<file path="src/hdl/tars_pkg.sv">
// Package for the range-sensor obstacle steering block.
// Holds the command record passed from parser to decision stage, codes and reset values.
// No dependencies.
package tars_pkg;

  // Input source codes.
  localparam logic [1:0] ACT_LEFT  = 2'd0;
  localparam logic [1:0] ACT_RIGHT = 2'd1;
  localparam logic [1:0] ACT_BACK  = 2'd2;

  // Configuration register indexes.
  localparam logic [1:0] REG_USE_BACK  = 2'd0;
  localparam logic [1:0] REG_AVOID_OFF = 2'd1;
  localparam logic [1:0] REG_THRESHOLD = 2'd2;
  localparam logic [1:0] REG_SPEED     = 2'd3;

  localparam int CfgIndexW = 2;
  localparam int CfgDataW  = 14;

  // Frame characters.
  localparam logic [7:0] CH_CR   = 8'h0D;
  localparam logic [7:0] CH_LF   = 8'h0A;
  localparam logic [7:0] CH_M    = 8'h6D;
  localparam logic [7:0] CH_ZERO = 8'h30;

  localparam logic [2:0] DIGITS_MAX = 3'd4;

  // Back sensor codes.
  localparam logic [7:0] BACK_GO_RIGHT = 8'h01;
  localparam logic [7:0] BACK_GO_LEFT  = 8'h02;

  // Reset values.
  localparam logic [15:0] DIST_RESET      = 16'd2000;
  localparam logic [13:0] THRESHOLD_RESET = 14'd1000;
  localparam logic [6:0]  SPEED_RESET     = 7'd60;

  localparam int QueueDepth = 2;

  // One decision request from the parser.
  typedef struct packed {
    logic        is_back;   // back sensor byte, code is valid
    logic        side;      // 0 left, 1 right (range frames)
    logic        upd;       // frame carried one to four digits
    logic [15:0] value;     // decoded distance
    logic [7:0]  code;      // back sensor code
  } cmd_t;

  typedef struct packed {
    logic                 write;
    logic [CfgIndexW-1:0] index;
    logic [CfgDataW-1:0]  data;
  } cfg_wr_t;

endpackage

</file>
<file path="src/hdl/tars_front.sv">
// Front end: frame parser for the two range sensors and back sensor classifier.
// Emits one decision command per completed frame or back byte. Uses tars_pkg.
module tars_front (
  input  logic              clk,
  input  logic              rst,
  input  logic              accept,
  input  logic [1:0]        action,
  input  logic [7:0]        rx_byte,
  output logic              push,
  output tars_pkg::cmd_t    cmd
);
  import tars_pkg::*;

  typedef enum logic [3:0] {
    PS_CR  = 4'b0001,
    PS_LF  = 4'b0010,
    PS_DIG = 4'b0100,
    PS_M   = 4'b1000
  } parse_t;

  parse_t      pstate [2];
  logic [2:0]  count [2];
  logic [15:0] acc [2];

  parse_t      pstate_next;
  logic [2:0]  count_next;
  logic [15:0] acc_next;
  logic        side;
  logic        is_range;
  logic [15:0] acc_base;
  logic [7:0]  digit;

  assign side     = action[0];
  assign is_range = (action == ACT_LEFT) || (action == ACT_RIGHT);
  // The first digit of a frame starts the sum from zero.
  assign acc_base = (count[side] == 3'd0) ? 16'd0 : acc[side];
  assign digit    = rx_byte - CH_ZERO;

  always_comb begin
    pstate_next = pstate[side];
    count_next  = count[side];
    acc_next    = acc[side];
    push        = 1'b0;
    cmd.is_back = 1'b0;
    cmd.side    = side;
    cmd.upd     = (count[side] != 3'd0) && (count[side] <= DIGITS_MAX);
    cmd.value   = acc[side];
    cmd.code    = rx_byte;
    if (accept && action == ACT_BACK) begin
      push        = 1'b1;
      cmd.is_back = 1'b1;
    end
    unique case (pstate[side])
      PS_CR: begin
        if (rx_byte == CH_CR) begin
          pstate_next = PS_LF;
        end else begin
          count_next = 3'd0;
        end
      end
      PS_LF: begin
        if (rx_byte == CH_LF) begin
          pstate_next = PS_DIG;
        end else begin
          pstate_next = PS_CR;
          count_next  = 3'd0;
        end
      end
      PS_DIG: begin
        if (rx_byte == CH_M) begin
          pstate_next = PS_M;
        end else begin
          if (count[side] < DIGITS_MAX) begin
            acc_next = (acc_base << 3) + (acc_base << 1) + {8'd0, digit};
          end
          if (count[side] <= DIGITS_MAX) begin
            count_next = count[side] + 3'd1;
          end
        end
      end
      PS_M: begin
        pstate_next = PS_CR;
        count_next  = 3'd0;
        if (accept && is_range && rx_byte == CH_M) begin
          push = 1'b1;
        end
      end
      default: begin
        pstate_next = PS_CR;
        count_next  = 3'd0;
      end
    endcase
  end

  always_ff @(posedge clk) begin
    if (rst) begin
      pstate[0] <= PS_CR;
      pstate[1] <= PS_CR;
      count[0]  <= 3'd0;
      count[1]  <= 3'd0;
    end else if (accept && is_range) begin
      pstate[side] <= pstate_next;
      count[side]  <= count_next;
    end
  end

  always_ff @(posedge clk) begin
    if (accept && is_range) begin
      acc[side] <= acc_next;
    end
  end

endmodule

</file>
<file path="src/hdl/tars_queue.sv">
// Short command queue between the parser and the decision stage.
// Circular buffer with a fill count. Uses tars_pkg.
module tars_queue #(
  parameter int QDepth = tars_pkg::QueueDepth
) (
  input  logic              clk,
  input  logic              rst,
  input  logic              push,
  input  tars_pkg::cmd_t    wdata,
  input  logic              pop,
  output logic              full,
  output logic              nonempty,
  output tars_pkg::cmd_t    rdata
);
  import tars_pkg::*;

  localparam int PtrW = (QDepth > 1) ? $clog2(QDepth) : 1;
  localparam int CntW = $clog2(QDepth + 1);
  localparam logic [PtrW-1:0] PtrLast = PtrW'(QDepth - 1);
  localparam logic [CntW-1:0] CntFull = CntW'(QDepth);

  cmd_t            mem [QDepth];
  logic [PtrW-1:0] wptr;
  logic [PtrW-1:0] rptr;
  logic [CntW-1:0] count;

  assign full     = (count == CntFull);
  assign nonempty = (count != '0);
  assign rdata    = mem[rptr];

  always_ff @(posedge clk) begin
    if (push) begin
      mem[wptr] <= wdata;
    end
  end

  always_ff @(posedge clk) begin
    if (rst) begin
      wptr  <= '0;
      rptr  <= '0;
      count <= '0;
    end else begin
      if (push) begin
        wptr <= (wptr == PtrLast) ? '0 : wptr + 1'b1;
      end
      if (pop) begin
        rptr <= (rptr == PtrLast) ? '0 : rptr + 1'b1;
      end
      if (push && !pop) begin
        count <= count + 1'b1;
      end else if (pop && !push) begin
        count <= count - 1'b1;
      end
    end
  end

  a_count_bound: assert property (@(posedge clk) disable iff (rst) count <= CntFull)
    else $error("queue count exceeds depth");
  a_pop_nonempty: assert property (@(posedge clk) disable iff (rst) pop |-> nonempty)
    else $error("pop from empty queue");
  a_push_room: assert property (@(posedge clk) disable iff (rst) push && !pop |-> !full)
    else $error("push into full queue");

endmodule

</file>
<file path="src/hdl/tars_back.sv">
// Back end: distance registers, configuration and avoidance decision with output register.
// Takes commands from tars_queue. Uses tars_pkg.
module tars_back (
  input  logic                 clk,
  input  logic                 rst,
  input  tars_pkg::cfg_wr_t    cfg,
  input  logic                 q_nonempty,
  input  tars_pkg::cmd_t       q_data,
  output logic                 pop,
  output logic                 out_valid,
  input  logic                 out_stall,
  output logic signed [7:0]    lateral_cmd,
  output logic                 obstacle_flag,
  output logic                 left_near,
  output logic                 right_near,
  output logic signed [15:0]   left_distance,
  output logic signed [15:0]   right_distance
);
  import tars_pkg::*;

  logic        use_back;
  logic        avoid_off;
  logic [13:0] threshold;
  logic [6:0]  speed;

  logic [15:0] left_dist;
  logic [15:0] right_dist;
  logic [7:0]  back_code;
  logic [7:0]  lateral;
  logic        dodge;

  logic [15:0] left_dist_next;
  logic [15:0] right_dist_next;
  logic [7:0]  back_code_next;
  logic [7:0]  lateral_next;
  logic        dodge_next;
  logic        ln;
  logic        rn;
  logic        go_pos;
  logic        go_neg;

  assign pop = q_nonempty && (!out_valid || !out_stall);

  always_comb begin
    left_dist_next  = left_dist;
    right_dist_next = right_dist;
    back_code_next  = back_code;
    if (q_data.is_back) begin
      back_code_next = q_data.code;
    end else if (q_data.upd) begin
      if (q_data.side) begin
        right_dist_next = q_data.value;
      end else begin
        left_dist_next = q_data.value;
      end
    end
    ln = $signed(left_dist_next) < $signed({2'b00, threshold});
    rn = $signed(right_dist_next) < $signed({2'b00, threshold});
    if (use_back) begin
      go_pos = (back_code_next == BACK_GO_RIGHT);
      go_neg = (back_code_next == BACK_GO_LEFT);
    end else begin
      go_pos = ln;
      go_neg = !ln && rn;
    end
    lateral_next = lateral;
    dodge_next   = 1'b0;
    if (!avoid_off) begin
      dodge_next = go_pos || go_neg;
      if (go_pos) begin
        lateral_next = {1'b0, speed};
      end else if (go_neg) begin
        lateral_next = 8'd0 - {1'b0, speed};
      end else begin
        lateral_next = 8'd0;
      end
    end
  end

  always_ff @(posedge clk) begin
    if (rst) begin
      use_back  <= 1'b0;
      avoid_off <= 1'b0;
      threshold <= THRESHOLD_RESET;
      speed     <= SPEED_RESET;
    end else if (cfg.write) begin
      unique case (cfg.index)
        REG_USE_BACK:  use_back  <= cfg.data[0];
        REG_AVOID_OFF: avoid_off <= cfg.data[0];
        REG_THRESHOLD: threshold <= cfg.data;
        REG_SPEED:     speed     <= cfg.data[6:0];
        default: ;
      endcase
    end
  end

  always_ff @(posedge clk) begin
    if (rst) begin
      left_dist  <= DIST_RESET;
      right_dist <= DIST_RESET;
      back_code  <= 8'd0;
      lateral    <= 8'd0;
      dodge      <= 1'b0;
      out_valid  <= 1'b0;
    end else begin
      if (pop) begin
        left_dist  <= left_dist_next;
        right_dist <= right_dist_next;
        back_code  <= back_code_next;
        lateral    <= lateral_next;
        dodge      <= dodge_next;
        out_valid  <= 1'b1;
      end else if (!out_stall) begin
        out_valid <= 1'b0;
      end
    end
  end

  always_ff @(posedge clk) begin
    if (pop) begin
      lateral_cmd    <= $signed(lateral_next);
      obstacle_flag  <= dodge_next;
      left_near      <= ln;
      right_near     <= rn;
      left_distance  <= $signed(left_dist_next);
      right_distance <= $signed(right_dist_next);
    end
  end

endmodule

</file>
<file path="src/hdl/tof_ascii_range_obstacle_steer.sv">
// Top level of the range-sensor obstacle steering block.
// Instantiates tars_front, tars_queue and tars_back; uses tars_pkg.
//
// Use:
//   Bytes enter on the input channel (in_valid / in_stall) tagged with their
//   source in action: left range sensor, right range sensor or back sensor.
//   An item is taken at a clock edge with in_valid high and in_stall low.
//   The range sensors send frames of CR LF, one to four ASCII digits, "mm".
//   Each completed frame and each back sensor byte yields one result item on
//   the output channel (out_valid / out_stall); all other bytes yield none.
//   A result carries the sideways command, the obstacle flag, both near
//   flags and both stored distances.
// Timing:
//   The parser classifies a byte in the cycle it is taken and writes a
//   command into a two-entry queue at that same edge. The decision stage
//   takes one command per cycle into the output register unless a held
//   result blocks it, so a result passes the queue and then the output
//   register before out_valid rises; one item per cycle is sustained while
//   out_stall is low. in_stall rises only while the queue is full, as when the
//   receiver holds out_stall; a held result keeps its value until taken.
// Reset:
//   rst is synchronous and active high. It empties the queue, returns both
//   parsers to waiting for CR, sets both distances to 2000, the threshold to
//   1000 and the dodge speed to 60. Configuration writes (cfg_write,
//   cfg_index, cfg_data) take effect at once and belong to idle periods.
module tof_ascii_range_obstacle_steer #(
  parameter int QDepth = tars_pkg::QueueDepth
) (
  input  logic                          clk,
  input  logic                          rst,
  input  logic                          cfg_write,
  input  logic [tars_pkg::CfgIndexW-1:0] cfg_index,
  input  logic [tars_pkg::CfgDataW-1:0]  cfg_data,
  input  logic                          in_valid,
  output logic                          in_stall,
  input  logic [1:0]                    action,
  input  logic [7:0]                    rx_byte,
  output logic                          out_valid,
  input  logic                          out_stall,
  output logic signed [7:0]             lateral_cmd,
  output logic                          obstacle_flag,
  output logic                          left_near,
  output logic                          right_near,
  output logic signed [15:0]            left_distance,
  output logic signed [15:0]            right_distance
);
  import tars_pkg::*;

  logic    accept;
  logic    push;
  logic    pop;
  logic    q_full;
  logic    q_nonempty;
  cmd_t    front_cmd;
  cmd_t    q_data;
  cfg_wr_t cfg;

  // The queue fill count alone drives stall, so it never looks at in_valid.
  assign in_stall = q_full;
  assign accept   = in_valid && !in_stall;

  assign cfg.write = cfg_write;
  assign cfg.index = cfg_index;
  assign cfg.data  = cfg_data;

  tars_front u_front (
    .clk     (clk),
    .rst     (rst),
    .accept  (accept),
    .action  (action),
    .rx_byte (rx_byte),
    .push    (push),
    .cmd     (front_cmd)
  );

  tars_queue #(
    .QDepth (QDepth)
  ) u_queue (
    .clk      (clk),
    .rst      (rst),
    .push     (push),
    .wdata    (front_cmd),
    .pop      (pop),
    .full     (q_full),
    .nonempty (q_nonempty),
    .rdata    (q_data)
  );

  tars_back u_back (
    .clk            (clk),
    .rst            (rst),
    .cfg            (cfg),
    .q_nonempty     (q_nonempty),
    .q_data         (q_data),
    .pop            (pop),
    .out_valid      (out_valid),
    .out_stall      (out_stall),
    .lateral_cmd    (lateral_cmd),
    .obstacle_flag  (obstacle_flag),
    .left_near      (left_near),
    .right_near     (right_near),
    .left_distance  (left_distance),
    .right_distance (right_distance)
  );

endmodule
</file>
<file path="config.mk">
export PLATFORM = sky130hd
export DESIGN_NAME = tof_ascii_range_obstacle_steer
export DESIGN_NICKNAME = d
export VERILOG_FILES = /design/src/hdl/tars_pkg.sv /design/src/hdl/tars_front.sv /design/src/hdl/tars_queue.sv /design/src/hdl/tars_back.sv /design/src/hdl/tof_ascii_range_obstacle_steer.sv
export SDC_FILE = /design/constraint.sdc
export NUM_CORES = 1
export LEC_CHECK = 0
export BUFFER_PORTS_ARGS = -buffer_cell sky130_fd_sc_hd__buf_2
export CAP_MARGIN = 0
export CORE_MARGIN = 10
export CORE_UTILIZATION = 35
export DETAILED_ROUTE_END_ITERATION = 12
export GPL_ROUTABILITY_DRIVEN = 0
export SLEW_MARGIN = 20
export SYNTH_ARGS = -nofsm -noshare
export SYNTH_HDL_FRONTEND = slang
export SYNTH_SLANG_ARGS = --single-unit
</file>
<file path="constraint.sdc">
create_clock -name clk -period 10.1 [get_ports clk]
set_input_delay 0 -clock clk [delete_from_list [all_inputs] [get_ports clk]]
set_output_delay 0 -clock clk [all_outputs]
set_load 0.01 [all_outputs]
</file>
[Yosys cells after proc, flatten, opt, wreduce, memory -nomap -nowiden]
Memories as Yosys holds them, arrays and structs flattened. A register that Yosys moved wholly into a read port is not among the register bits.
Cells that the tools add are included.
W data, S select, Z words.
Cells by class
  $add $sub $neg: 9
  order comparisons: 4
  equality and inequality tests: 16
  multiplexer cells: 50
  reductions and logical operators: 30
Operator list (number)
  $mux W16: 9
  $lt A16 B15 Y1: 2
  $mux W8: 4
  $mux W1: 23
  $mux W3: 6
  $add A16 B16 Y16: 1
  $add A16 B8 Y16: 1
  $eq A8 B4 Y1 const B: 2
  $mux W15: 1
  $mux W4: 3
  $pmux W4 S3: 1
  $logic_and A1 B1 Y1: 9
  $pmux W3 S3: 1
  $eq A2 B2 Y1 const B: 4
  $eq A8 B1 Y1 const B: 1
  $eq A8 B2 Y1 const B: 1
  $eq A8 B7 Y1 const B: 1
  $reduce_and A2 Y1: 4
  $sub A1 B7 Y8 const A: 1
  $sub A8 B6 Y8 const B: 1
  $logic_not A1 Y1: 6
  $eq A2 B1 Y1 const B: 2
  $eq A4 B1 Y1 const B: 1
  $eq A4 B2 Y1 const B: 1
  other kinds (17): 23
Storage, ports and cells
  register bits: 119
  bits in writable memories: 100
  bits of input ports: 31
  output and inout port bits: 45
  logic and storage cells: 131
  memories kept: 4
Memories
  u_queue.mem: words 2, bits a word 27, rd ports 1, clocked after Yosys merged registers in 1, wr ports 1, line tars_queue.sv:22  | cmd_t mem [QDepth];
  u_front.acc: words 2, bits a word 16, rd ports 1, clocked after Yosys merged registers in 0, wr ports 1, line tars_front.sv:23  | logic [15:0] acc [2];
  u_front.pstate: words 2, bits a word 4, rd ports 1, clocked after Yosys merged registers in 0, wr ports 2, line tars_front.sv:21  | parse_t pstate [2];
  u_front.count: words 2, bits a word 3, rd ports 1, clocked after Yosys merged registers in 0, wr ports 2, line tars_front.sv:22  | logic [2:0] count [2];

[Logic depth before layout (Yosys ltp)]
  depth after elaboration: 11
  gate-level depth with buffers: 19
  gate-level depth less buffers: 16

[Modules after synthesis]
Synthesis repeated with hierarchy kept, for this count alone.
Unflattened totals
  cell total of the unflattened synthesis: 992
  area total of the unflattened synthesis: 10969.3 um^2
Modules (own cells, without submodules)
  tars_back: times used 1, cells an instance 554, area each 5351.4 um^2, sequential area each 2732.6 um^2
  tars_front: times used 1, cells an instance 331, area each 3440.8 um^2, sequential area each 1381.3 um^2
  tars_queue: times used 1, cells an instance 106, area each 2163.3 um^2, sequential area each 1721.7 um^2
  tof_ascii_range_obstacle_steer: times used 1, cells an instance 1, area each 13.8 um^2, sequential area each 0.0 um^2

[Least setup slack after synthesis]
Ideal clock, no wire load.
  kind: in2reg
  start: input port action[0]
  end: memory u_front.acc[0][14], data pin
  library setup time: 0.274 ns
  arrival time: 4.126 ns
  required time: 9.826 ns
  path slack: 5.700 ns
  stages on the path: 18
  buffers on the path: 3
  cell sequence: clkbuf_1 clkbuf_1 mux2i_1 ha_1 ha_1 clkbuf_1 or2_2 inv_1 fa_1 ha_1 nor2b_1 o21ai_0 a21oi_1 or2_2 a31o_2 o41ai_1 xor2_1 mux2i_1
Between the ends
  longest elaborated chain between the ends: 8
  elaborated cells on any way between the ends: 12
  classes of those cells: 2 x add/sub; 1 x order compare; 1 x eq/ne; 4 x mux; 1 x reduce/logical; 3 x memory
RTL lines
  start: declaration: line tof_ascii_range_obstacle_steer.sv:36  | input logic [1:0] action,
  $mem_v2 Z2 W3
  $logic_not A3 Y1: line tars_front.sv:36  | assign acc_base = (count[side] == 3'd0) ? 16'd0 : acc[side];
  $mux W15: line tars_front.sv:36
  $add A16 B16 Y16: line tars_front.sv:74  | acc_next = (acc_base << 3) + (acc_base << 1) + {8'd0, digit};
  $add A16 B8 Y16: line tars_front.sv:74
  $mux W16: line tars_front.sv:73  | if (count[side] < DIGITS_MAX) begin
  $mux W16: line tars_front.sv:70  | if (rx_byte == CH_M) begin
  $mux W16 (*): line tars_front.sv:53  | unique case (pstate[side])
  net u_front.acc_next[14]: line tars_front.sv:27  | logic [15:0] acc_next;
  end: declaration: line tars_front.sv:23
Mark *: on every way through the listed nets, which the timed path passes. The rest lies on a longest branch.

[Worst setup path in the final report]
  start: memory u_front.count[1][2]
  end: memory u_front.acc[0][14], data pin
Between the ends
  longest elaborated chain between the ends: 8
  elaborated cells on any way between the ends: 9
  classes of those cells: 2 x add/sub; 1 x order compare; 4 x mux; 1 x reduce/logical; 1 x memory
RTL lines (line)
  start: declaration: tars_front.sv:22
  $mem_v2 Z2 W3 (*)
  $logic_not A3 Y1: tars_front.sv:36
  $mux W15: tars_front.sv:36
  $add A16 B16 Y16: tars_front.sv:74
  $add A16 B8 Y16: tars_front.sv:74
  $mux W16 (*): tars_front.sv:73
  $mux W16 (*): tars_front.sv:70
  $mux W16 (*): tars_front.sv:53
  net u_front.acc_next[14]: tars_front.sv:27
Marked as above.

==> results.sh <==
export IMPL_ys_seq_area_share_pct=54.9
export IMPL_die_h_um=194
export IMPL_dr_pass1_iters=5
export IMPL_cp_end_kind="flip-flop"
export IMPL_critPathKind="flip-flop to flip-flop"
export IMPL_synth_seq_cells=220
export IMPL_netlist_top_cells_area="edfxtp_1, dfxtp_1, ha_1"
export IMPL_placed_cells=1395
export IMPL_cp_cell_sequence="mux2i_1, ha_1, or2_2, inv_1, fa_1, ha_1, nor2b_1, o21ai_0, a21oi_1, or2_2, a31o_2, o41ai_1, xor2_1, mux2i_1"
export IMPL_cts_path_max_buffers=3
export IMPL_maxSlewHeadroom_pct=37.5
export IMPL_first_iter_violations=448
export IMPL_io_buffers=75
export IMPL_antenna_cells=0
export IMPL_critPathBufInv=1
export IMPL_syn_area_um2=10600
export IMPL_cts_tree="yes"
export IMPL_start_kind="flip-flop"
export IMPL_insertion_delay_ns=0.52
export IMPL_post_route_period_util_pct=42.7
export IMPL_cpLargestDelayFamily="adder cells"
export IMPL_area_growth_pct=17.8
export IMPL_ys_async_sr_fraction_pct=0
export IMPL_drive_gt1_share_pct=18.6
export IMPL_crit_arrival_ns=4.54
export IMPL_yosysMostFrequentCell="edfxtp_1"
export IMPL_post_dp_hpwl_um=17200
export IMPL_ys_types=67
export IMPL_htree_levels=1
export IMPL_cts_sinks=220
export IMPL_status="completed"
export IMPL_grt_pass1_vias=7217
export IMPL_rsz0062_at_grt="false"
export IMPL_via_count=7288
export IMPL_wl_um=24300
export IMPL_crit_fanout=15
export IMPL_setup_viol=0
export IMPL_overflow=0
export IMPL_syn_nets=1052
export IMPL_path_clk_slew_ns=0.06
export IMPL_ys_flop_type="edfxtp_1"
export IMPL_cp_required_ns=10.33
export IMPL_fin_nets=1153
export IMPL_die_area_um2=37700
export IMPL_drv_cap=0
export IMPL_via_per_inst=4.97
export IMPL_synth_common_cells="edfxtp_1, nand2_1, nor2_1, dfxtp_1, a21oi_1"
export IMPL_hold_viol_final=0
export IMPL_cp_slowest_stage_delay_ns=0.55
export IMPL_fmax_mhz=232
export IMPL_antenna_found_initial=0
export IMPL_syn_area_per_cell_um2=11.1
export IMPL_leakage_nw=4.85
export IMPL_synth_top_area_cell="edfxtp_1"
export IMPL_ys_warn_count=0
export IMPL_ant_nets=0
export IMPL_ir_drop_mv=0.142
export IMPL_synth_top_area_share_pct=40.4
export IMPL_cts_root_buf="clkbuf_16"
export IMPL_rows=63
export IMPL_power_mw=2.89
export IMPL_grt_max_degree=84
export IMPL_numCtsBuffers=24
export IMPL_fin_cells=1467
export IMPL_core_area_um2=29800
export IMPL_postSynthCellCount=958
export IMPL_remaining_drc_errors=0
export IMPL_hp_class="primary input to flip-flop"
export IMPL_routedWlPerCell_um=16.6
export IMPL_finalCriticalPeriod_ns=4.31
export IMPL_stdcell_area_um2=12500
export IMPL_slew_violations=0
export IMPL_grt_usage_pct=12.4
export IMPL_dieWidth_um=194
export IMPL_power_density_nw_per_um2=231
export IMPL_pin_count=76
export IMPL_placed_area_um2=11400
export IMPL_slowest_stage="ha_1"
export IMPL_setup_tns_ns=0
export IMPL_initial_core_util_pct=35.7
export IMPL_synth_edf_count=143
export IMPL_clock_skew_ns=0.0161
export IMPL_tightest_slew_ns=0.938
export IMPL_grt_pass1_wl_um=39200
## cell type report
type	count	area (um^2)
fill	2825	17300
tap	390	488
clock buffer	33	666
multi-input combinational	644	4460
clock inverter	11	130
sequential	220	5840
timing repair buffer	112	723
inverter	57	214
## kinds of logic (layout without fill, tap and decap cells)
kind of cell | Yosys count | count (layout) | share of synthesized area, %
AO/OA/AOI/OAI | 149 | 149 | 9.52
XOR/XNOR | 26 | 26 | 2.14
adder cells (fa/ha/maj) | 63 | 63 | 7.70
buffers and inverters | 94 | 213 | 3.46
flip-flops | 220 | 220 | 54.9
multiplexers | 75 | 75 | 7.69
AND/OR/NAND/NOR | 331 | 331 | 14.5
## worst paths after layout
check	start	endpoint	slack, ns	depth (start not counted)
setup reg to reg	u_front.count[1][2]$_SDFFCE_PN0P_	u_front.acc[0][14]$_DFFE_PP_	5.79	14
hold reg to reg	u_back.left_dist[13]$_SDFFE_PP0P_	u_back.left_dist[13]$_SDFFE_PP0P_	0.45	2
setup / recovery	u_front.count[1][2]$_SDFFCE_PN0P_	u_front.acc[0][14]$_DFFE_PP_	5.79	14
hold / removal	in_valid	u_front.acc[0][1]$_DFFE_PP_	0.12	3
## registers in the layout, indices dropped and copies added (netlist names), 2 cells and up, named ones only
register               flops
u_back.back_code           8
u_back.lateral             8
u_back.lateral_cmd         8
u_back.left_dist          16
u_back.left_distance      16
u_back.right_dist         16
u_back.right_distance     16
u_back.speed               7
u_back.threshold          14
u_front.acc               32
u_front.count              6
u_front.pstate             8
u_queue.count              2
u_queue.mem               54
## per-layer routing
layer | GRT usage, % | share of wire [%]
met5 | 0 | 0
met1 | 17.3 | 49
met2 | 19.4 | 45
met4 | 2.90 | 1.6
met3 | 2.20 | 4.5
## power by group
part	internal (mW)	switching (mW)	total, mW
registers	1.14	0.0557	1.20
logic	0.309	0.493	0.802
clock network	0.537	0.347	0.884
## timing repair
action	CTS	global route
hold endpoints to repair	60	0
buffers inserted	0	0
gates resized for setup	0	0
hold buffers	28	0
## through the flow
stage | utilization [%] | hold WS, ns | setup slack, ns
after global routing | 42.0 | 0.150 | 5.39
after floorplan | - | 0.0989 | 5.70
final | 42.0 | 0.124 | 5.79
after global placement | 38.4 | 0.222 | 5.42
after CTS | 42.0 | 0.126 | 5.77
after detailed placement | 38.4 | 0.224 | 5.35
## layout by cell type, fill, tap and decap left out, drive strengths merged, types with 3 or more instances in the layout
cell / instances
edfxtp: 143
nand2: 131
nor2: 101
buf: 84
dfxtp: 77
a21oi: 65
ha: 59
inv: 57
mux2: 53
clkbuf: 33
dlygate4sd3: 28
nand3b: 25
mux2i: 22
xnor2: 18
o21ai: 16
nor3: 12
nand2b: 11
nor2b: 11
or2: 9
o21bai: 8
xor2: 8
nand3: 7
o221ai: 7
o32ai: 7
clkinv: 7
o22ai: 6
a21o: 5
nand4: 5
a31oi: 4
fa: 4
nor3b: 3
a211oi: 3
and2: 3
bufinv: 3
or4b: 3
or3: 3
## worst min-delay path, delay by kind of cell
kind                   cells  cell delay, ns
buffers and inverters      1            0.09
AND/OR/NAND/NOR            2            0.33
Power figures use the tool's default switching activity.
